===== src/design/lsb_first_bit_fifo_macros.svh =====
// Assertion macros for the bit queue top level.
`ifndef LSB_FIRST_BIT_FIFO_MACROS_SVH
`define LSB_FIRST_BIT_FIFO_MACROS_SVH

// Same-cycle implication, held off while reset is asserted.
`define LBF_ASSERT_NOW(label, pre, post) \
  label: assert property (@(posedge clk) disable iff (!rst_n) (pre) |-> (post)) \
    else $error("lsb_first_bit_fifo: assertion failed");

// Next-cycle implication, held off while reset is asserted.
`define LBF_ASSERT_NEXT(label, pre, post) \
  label: assert property (@(posedge clk) disable iff (!rst_n) (pre) |=> (post)) \
    else $error("lsb_first_bit_fifo: assertion failed");

`endif


===== src/design/lbf_pkg.sv =====
// Shared types, codes and helpers for the LSB-first bit queue.
package lbf_pkg;

  // Default store size in bytes.
  localparam int STORE_BYTES_DEF = 256;

  // Command codes.
  localparam logic CMD_PUT = 1'b0;
  localparam logic CMD_GET = 1'b1;

  // Status codes.
  localparam logic [1:0] ST_OK        = 2'd0;
  localparam logic [1:0] ST_OVERFLOW  = 2'd1;
  localparam logic [1:0] ST_UNDERFLOW = 2'd2;

  // Input transaction.
  typedef struct packed {
    logic       command;
    logic [3:0] bit_count;
    logic [7:0] data_in;
  } in_item_t;

  // Result transaction.
  typedef struct packed {
    logic [7:0] data_out;
    logic [1:0] status;
  } out_item_t;

  // Sequencer states.
  typedef enum logic [2:0] {
    S_IDLE,
    S_CHECK,
    S_BYTE0,
    S_BYTE1,
    S_RESP
  } lbf_state_t;

  // Control of the shared alignment unit.
  typedef struct packed {
    logic       get;     // 1: extract (shift right), 0: insert (shift left)
    logic [2:0] amount;  // bit offset inside the byte
    logic [3:0] count;   // bits moved, 0 to 8
  } lbf_shift_ctl_t;

  // Mask of the low n bits, n in 0 to 8.
  function automatic logic [7:0] low_mask(input logic [3:0] n);
    logic [8:0] m;
    m = (9'd1 << n) - 9'd1;
    return m[7:0];
  endfunction

endpackage


===== src/design/lbf_shift.sv =====
// Shared alignment unit: places bits into or pulls bits out of a byte pair.
module lbf_shift (
  input  lbf_pkg::lbf_shift_ctl_t ctl,
  input  logic [15:0]             value,
  output logic [15:0]             result
);
  import lbf_pkg::*;

  logic [15:0] right_sh;

  // Extract: byte pair shifted down, keep count bits.
  // Insert: masked data byte shifted up to the bit offset.
  always_comb begin
    right_sh = value >> ctl.amount;
    if (ctl.get) begin
      result = {8'h00, right_sh[7:0] & low_mask(ctl.count)};
    end else begin
      result = {8'h00, value[7:0] & low_mask(ctl.count)} << ctl.amount;
    end
  end

endmodule


===== src/design/lsb_first_bit_fifo.sv =====
// Bit-granular queue, LSB first into a byte store: top level.
//
// Usage:
//   in_valid / in_stall / in_data carry one command per transaction: put
//   appends the low bit_count bits of data_in at the write bit position,
//   get extracts bit_count bits from the read bit position. bit_count
//   above eight counts as eight; zero moves nothing.
//   out_valid / out_stall / out_data return one transaction per command:
//   data_out (get data, zero-extended) and status (ok, overflow on put,
//   underflow on get). A failed command changes nothing.
// Sequencing:
//   One sequencer shares a byte-pair aligner and the store: check and
//   first-byte read, first byte, second byte on a byte-boundary straddle,
//   result register. A failed or zero-count command goes from the check
//   straight to the result register. A put merges its first byte with
//   the stored byte read in the check step.
//   in_stall is high while a command is in flight.
// Reset and back-pressure:
//   Reset clears the positions and the result valid, not the store.
//   Under out_stall the next command runs, then waits in its last step.
module lsb_first_bit_fifo #(
  parameter int STORE_BYTES = lbf_pkg::STORE_BYTES_DEF
) (
  input  logic               clk,
  input  logic               rst_n,
  input  logic               in_valid,
  output logic               in_stall,
  input  lbf_pkg::in_item_t  in_data,
  output logic               out_valid,
  input  logic               out_stall,
  output lbf_pkg::out_item_t out_data
);
  import lbf_pkg::*;

  localparam int POS_W = $clog2(STORE_BYTES * 8 + 1);
  localparam int IDX_W = $clog2(STORE_BYTES);
  localparam logic [POS_W:0] CAP_BITS = (POS_W + 1)'(STORE_BYTES * 8);

  // Control and payload registers.
  lbf_state_t       state_r, state_nxt;
  logic [POS_W-1:0] wr_pos_r, rd_pos_r;
  logic             cmd_r;
  logic [3:0]       cnt_r;
  logic [7:0]       din_r;
  logic [7:0]       b0_r;
  out_item_t        res_r, res_nxt;
  out_item_t        out_r;
  logic             out_valid_r;

  // Store.
  logic [7:0]       mem [STORE_BYTES];
  logic [7:0]       mem_rdata_r;
  logic             mem_re, mem_we;
  logic [IDX_W-1:0] mem_raddr, mem_waddr;
  logic [7:0]       mem_wdata;

  // Step controls.
  logic             b0_ld, res_ld, wr_adv, rd_adv, out_ld;

  // Datapath terms.
  logic [POS_W-1:0] pos_sel;
  logic [2:0]       bit_sh;
  logic [IDX_W-1:0] idx0, idx1;
  logic             straddle;
  logic [POS_W:0]   end_pos;
  logic             fail;
  logic [3:0]       cnt_sat;
  lbf_shift_ctl_t   sh_ctl;
  logic [15:0]      sh_value, sh_result;

  // Position of the current command and its byte split.
  always_comb begin
    pos_sel  = (cmd_r == CMD_GET) ? rd_pos_r : wr_pos_r;
    bit_sh   = pos_sel[2:0];
    idx0     = pos_sel[IDX_W+2:3];
    idx1     = idx0 + IDX_W'(1);
    straddle = ({2'b00, bit_sh} + {1'b0, cnt_r}) > 5'd8;
    end_pos  = {1'b0, pos_sel} + (POS_W + 1)'(cnt_r);
    if (cmd_r == CMD_GET) begin
      fail = end_pos > {1'b0, wr_pos_r};
    end else begin
      fail = end_pos > CAP_BITS;
    end
    cnt_sat = (in_data.bit_count > 4'd8) ? 4'd8 : in_data.bit_count;
  end

  // Shared aligner operands.
  always_comb begin
    sh_ctl.get    = (cmd_r == CMD_GET);
    sh_ctl.amount = bit_sh;
    sh_ctl.count  = cnt_r;
    if (cmd_r == CMD_PUT) begin
      sh_value = {8'h00, din_r};
    end else if (state_r == S_BYTE1) begin
      sh_value = {mem_rdata_r, b0_r};
    end else begin
      sh_value = {8'h00, mem_rdata_r};
    end
  end

  lbf_shift u_shift (
    .ctl    (sh_ctl),
    .value  (sh_value),
    .result (sh_result)
  );

  // Sequencer: next state.
  always_comb begin
    state_nxt = state_r;
    unique case (state_r)
      S_IDLE:  if (in_valid) state_nxt = S_CHECK;
      S_CHECK: begin
        if (cnt_r == 4'd0 || fail) state_nxt = S_RESP;
        else                       state_nxt = S_BYTE0;
      end
      S_BYTE0: state_nxt = straddle ? S_BYTE1 : S_RESP;
      S_BYTE1: state_nxt = S_RESP;
      S_RESP:  if (!out_valid_r || !out_stall) state_nxt = S_IDLE;
      default: state_nxt = S_IDLE;
    endcase
  end

  // Sequencer: step outputs.
  always_comb begin
    in_stall  = (state_r != S_IDLE);
    mem_re    = 1'b0;
    mem_raddr = idx0;
    mem_we    = 1'b0;
    mem_waddr = idx0;
    mem_wdata = sh_result[7:0];
    b0_ld     = 1'b0;
    res_ld    = 1'b0;
    res_nxt   = '{data_out: 8'h00, status: ST_OK};
    wr_adv    = 1'b0;
    rd_adv    = 1'b0;
    out_ld    = 1'b0;
    unique case (state_r)
      S_IDLE: ;
      S_CHECK: begin
        if (cnt_r == 4'd0) begin
          res_ld = 1'b1;
        end else if (fail) begin
          res_ld         = 1'b1;
          res_nxt.status = (cmd_r == CMD_GET) ? ST_UNDERFLOW : ST_OVERFLOW;
        end else begin
          mem_re = 1'b1;
        end
      end
      S_BYTE0: begin
        res_ld = 1'b1;
        if (cmd_r == CMD_PUT) begin
          // keep stored bits below the write position
          mem_we    = 1'b1;
          mem_wdata = (mem_rdata_r & low_mask({1'b0, bit_sh})) | sh_result[7:0];
          wr_adv    = !straddle;
        end else begin
          b0_ld = 1'b1;
          if (straddle) begin
            mem_re    = 1'b1;
            mem_raddr = idx1;
          end else begin
            res_nxt.data_out = sh_result[7:0];
            rd_adv           = 1'b1;
          end
        end
      end
      S_BYTE1: begin
        res_ld = 1'b1;
        if (cmd_r == CMD_PUT) begin
          mem_we    = 1'b1;
          mem_waddr = idx1;
          mem_wdata = sh_result[15:8];
          wr_adv    = 1'b1;
        end else begin
          res_nxt.data_out = sh_result[7:0];
          rd_adv           = 1'b1;
        end
      end
      S_RESP: out_ld = !out_valid_r || !out_stall;
      default: ;
    endcase
  end

  // Control state.
  always_ff @(posedge clk) begin
    if (!rst_n) begin
      state_r     <= S_IDLE;
      wr_pos_r    <= '0;
      rd_pos_r    <= '0;
      out_valid_r <= 1'b0;
    end else begin
      state_r <= state_nxt;
      if (wr_adv) wr_pos_r <= end_pos[POS_W-1:0];
      if (rd_adv) rd_pos_r <= end_pos[POS_W-1:0];
      if (out_ld)          out_valid_r <= 1'b1;
      else if (!out_stall) out_valid_r <= 1'b0;
    end
  end

  // Payload registers.
  always_ff @(posedge clk) begin
    if (state_r == S_IDLE && in_valid) begin
      cmd_r <= in_data.command;
      cnt_r <= cnt_sat;
      din_r <= in_data.data_in;
    end
    if (b0_ld)  b0_r  <= mem_rdata_r;
    if (res_ld) res_r <= res_nxt;
    if (out_ld) out_r <= res_r;
  end

  // Byte store: one write and one registered read per cycle.
  always_ff @(posedge clk) begin
    if (mem_we) mem[mem_waddr] <= mem_wdata;
    if (mem_re) mem_rdata_r <= mem[mem_raddr];
  end

  assign out_valid = out_valid_r;
  assign out_data  = out_r;

  // Checks.
  `include "lsb_first_bit_fifo_macros.svh"

  `LBF_ASSERT_NOW(a_read_behind_write, 1'b1, rd_pos_r <= wr_pos_r)
  `LBF_ASSERT_NOW(a_write_in_capacity, 1'b1, {1'b0, wr_pos_r} <= CAP_BITS)
  `LBF_ASSERT_NEXT(a_pos_hold_idle, state_r == S_IDLE, $stable(wr_pos_r) && $stable(rd_pos_r))

endmodule


===== config.mk =====
export PLATFORM = sky130hd
export DESIGN_NAME = lsb_first_bit_fifo
export DESIGN_NICKNAME = d
export VERILOG_FILES = /design/src/design/lbf_pkg.sv /design/src/design/lbf_shift.sv /design/src/design/lsb_first_bit_fifo.sv
export VERILOG_INCLUDE_DIRS = /design/src /design/src/design
export SDC_FILE = /design/constraint.sdc
export NUM_CORES = 2
export LEC_CHECK = 0
export BUFFER_PORTS_ARGS = -buffer_cell sky130_fd_sc_hd__clkbuf_2
export CORE_ASPECT_RATIO = 1.25
export CORE_MARGIN = 3
export CORE_UTILIZATION = 50
export CTS_BUF_LIST = sky130_fd_sc_hd__clkbuf_4 sky130_fd_sc_hd__clkbuf_8
export CTS_CLUSTER_DIAMETER = 200
export DETAILED_ROUTE_END_ITERATION = 10
export PLACE_DENSITY = 0.65
export REMOVE_ABC_BUFFERS = 1
export SLEW_MARGIN = 20
export SYNTH_ARGS = -nofsm -noshare
export SYNTH_HDL_FRONTEND = slang
export SYNTH_SLANG_ARGS = --single-unit

===== constraint.sdc =====
create_clock -name clk -period 18.72 [get_ports clk]
set_input_delay 3.744 -clock clk [delete_from_list [all_inputs] [get_ports clk]]
set_output_delay 3.744 -clock clk [all_outputs]
set_load 0.03 [all_outputs]

==> flow_summary.toml <==
[outcome]
status = "finished, final reports clean"

[synthesis]
synth_edf_count = 2097
synth_area_sq_um = 87400
ys_ff_latch = 2125
yosysMostFrequentCell = "edfxtp_1"
synthSimpleGateAreaFrac_pct = 13.6
netlist_instances = 6523
synth-compound-area-share_pct = 6.64
synth_top_family_by_area = "simple AND/OR/NAND/NOR gates"
synthMuxAreaShare_pct = 3.49
synth_top_area_cell = "edfxtp_1"
ys_seq_area_share_pct = 72.7
yosys-top-cells-count = "edfxtp_1 (2097), nand2_1 (1433), nand3_1 (499)"
synth_xor_area_share_pct = 0.299
synth_area_per_cell_sq_um = 13.4
synth.top_cell.area_share_pct = 72.1
synthTopCellsByArea = "edfxtp_1 (72%), nand2_1 (6.2%), mux2i_1 (3.2%)"
yosysWarnings = 0
async_flop_share_pct = 0
synth_fa_ha_area_share_pct = 0.266
synth_flop_cell = "edfxtp_1"
synth_cell_types = 82

[floorplan]
die_h_um = 473
core.rowCount = 170
dieArea_sq_um = 180000
fp.coreArea_sq_um = 173000
dieWidth_um = 380
io_pins = 29
initial_utilization_pct = 50.6

[layout]
fin_nets = 6588
multi_input_area_sq_um = 21600
drive_above_1_share_pct = 11.1
stdcell_count = 9115
seq_area_sq_um = 63500
design_area_sq_um = 96100
fill_cells = 14000
area_growth_pct = 10.0

[clock_network]
ctsLongestPathBuffers = 4
cts_tree = "done"
htreeDepth = 5
path_clk_slew_ns = 0.06
cts_buffers = 340
cts_root_buffer = "clkbuf_8"
clock_latency_ns = 1.04
ctsResizeCount = 0
ctsHoldBuffers = 0
cts_setup_buffers = 0
clkSinkCount = 2125

[pwr]
p_per_area_nw_per_um2 = 105
combPwrFrac_pct = 8.0
power.leakage_nw = 32.6
switching_share_pct = 24.0
pwr-share-seq_pct = 55.0
worst_ir_drop_vdd_v = 0.0000801
power.switching_mw = 2.42
totalPowerFinal_mw = 10.1
internal-power_mw = 7.64
clkPwrFrac_pct = 37.1

[detailed_routing]
drt_wl_total_mm = 246
wl_per_cell_um = 27.0
routed-via-count = 56100
met1_length_mm = 95.1
highest_layer = "met5"
wl_met2_mm = 116
via_per_inst = 6.15
drt_first_pass_iters = 6
drc = 0
wl_met3_mm = 21.8
ant_nets = 0
drt-initial-drc-count = 6936

[critical_path]
critPathCaptureType = "flop"
startpoint_type = "flop"
cp.arrival_ns = 10.37
cp.required_ns = 19.45
worstSetupPathType = "reg2reg"
cp_max_fo = 145
worstRegToRegCells = 20

[grt]
grt_pass1_vias = 54600
antenna_found_initial = 11
grt_max_degree = 205
grt_use_total_pct = 27.0
overflow = 0
grt_pass1_wl_mm = 363

[timing]
fin_crit_sh_pct = 51.5
hold_viol = 0
slew_violations = 0
rsz0062_at_grt = "no"
tightest_slew_ns = 1.17
final.setup_skew_ns = 0.0471
finalSetupViolations = 0
max_freq_ghz = 0.104
hold_slack_ns = 0.404
fin_crit_ns = 9.64
maxSlewHeadroom_pct = 21.5

[place]
place.gp.congestion = 0.901
placed_area_sq_um = 89800
hpwl_mm = 141
post-place-cells = 8530
port_buffers = 28

[min_path]
min_delay_path_depth = 0
min_path_type = "reg2reg"

[flow_run]
cap_viol_max_count = 0
[flip-flops by register name (all words and copies together), names as in the netlist]
register,count
b0_r,8
cmd_r,1
cnt_r,4
din_r,8
mem,2048
mem_rdata_r,8
out_data,10
out_valid,1
rd_pos_r,12
res_r,10
state_r,3
wr_pos_r,12
[path summary, 6_finish.rpt]
kind | start | end | slack, ns
worst min register to register | res_r[6] | out_data[6] | 0.40
worst max-delay path | cmd_r | mem_rdata_r[2] | 9.08
worst max register to register | cmd_r | mem_rdata_r[2] | 9.08
worst min-delay path | res_r[6] | out_data[6] | 0.40
[per-layer routing]
metal	GRT usage, %	vias up
met3	5.38	579
met1	35.5	27900
met5	0	-
met2	42.8	2905
met4	14.2	4
li1	-	24700
[final cells by class]
| class | count | area share (%) |
|---|---|---|
| flip-flops and latches | 2125 | 66.1 |
| inverters | 145 | 0.566 |
| well taps | 2322 | 3.02 |
| repair buffers | 154 | 1.32 |
| clock inverters | 114 | 0.562 |
| multi-input cells | 3787 | 22.5 |
| diodes | 2 | 0.00521 |
| clock buffers | 466 | 5.90 |
[metrics by stage]
stage / utilization, % / setup TNS (ns) / setup WS, ns
after CTS: 55.6 / 0 / 9.23
after global placement: 51.9 / 0 / 8.26
after global routing: 55.6 / 0 / 8.69
after detailed placement: 52.0 / 0 / 9.30
final: 55.6 / 0 / 9.08
after floorplan: - / -99.21 / -12.49
[layout by cell type, fill, tap and decap left out, types with 9 or more instances in the layout]
cell | synthesis | layout
xnor2_1 | 19 | 19
mux2_2 | 19 | 19
buf_4 | 13 | 110
nand3_1 | 499 | 497
a32oi_1 | 101 | 101
nand4b_1 | 73 | 73
nor2_1 | 346 | 340
ha_1 | 17 | 17
clkbuf_8 | 0 | 347
dfxtp_1 | 28 | 28
a311oi_1 | 45 | 45
nand2_1 | 1433 | 1427
a31oi_1 | 122 | 122
edfxtp_1 | 2097 | 2097
nand4_1 | 63 | 63
o22ai_1 | 35 | 35
a32o_1 | 28 | 28
xor2_1 | 9 | 9
clkinv_2 | 0 | 29
clkbuf_4 | 0 | 119
nor4_1 | 162 | 137
clkinv_1 | 1 | 78
a2111oi_0 | 118 | 115
mux2i_1 | 282 | 281
nor3_1 | 37 | 37
clkbuf_2 | 0 | 28
inv_1 | 143 | 143
nor4_2 | 0 | 25
a21oi_1 | 47 | 43
a211oi_1 | 93 | 93
o21ai_0 | 49 | 46
a21boi_0 | 23 | 23
nor2b_1 | 11 | 11
[cells by family (layout without fill, tap and decap cells)]
family                   Yosys count  in the layout
adder cells (fa/ha/maj)           18             18
other                              0              2
buffers and inverters            611            879
XOR/XNOR                          29             29
flip-flops                      2125           2125
multiplexers                     302            302
AO/OA/AOI/OAI                    756            756
AND/OR/NAND/NOR                 2682           2682
[power groups by stage]
stage          registers, mW  logic, mW  clock network, mW
2_1_floorplan           5.75      0.634                  0
3_3_place_gp            5.62      0.766                  0
3_5_place_dp            5.62      0.790                  0
4_1_cts                 5.52      0.792               3.78
5_1_grt                 5.52      0.859               3.99
6_report                5.52      0.802               3.73
[worst max-delay path, cell delays in order (launching register included)]
cell and delay, ns:
edfxtp_1 0.33, buf_4 0.56, mux2i_2 0.28, buf_4 0.28
clkinv_1 0.50, ha_1 0.44, inv_1 0.09, fa_1 0.47
nor2b_1 0.21, a221oi_1 0.56, o2111a_4 0.71, or3_4 0.67
buf_4 0.67, buf_4 0.77, buf_12 0.69, mux2i_1 0.27
a222oi_1 0.10, and3_1 0.23, a211oi_1 0.50, and4_1 0.61
nor4_1 0.16
Note: power is estimated with default switching activity, not from simulation.
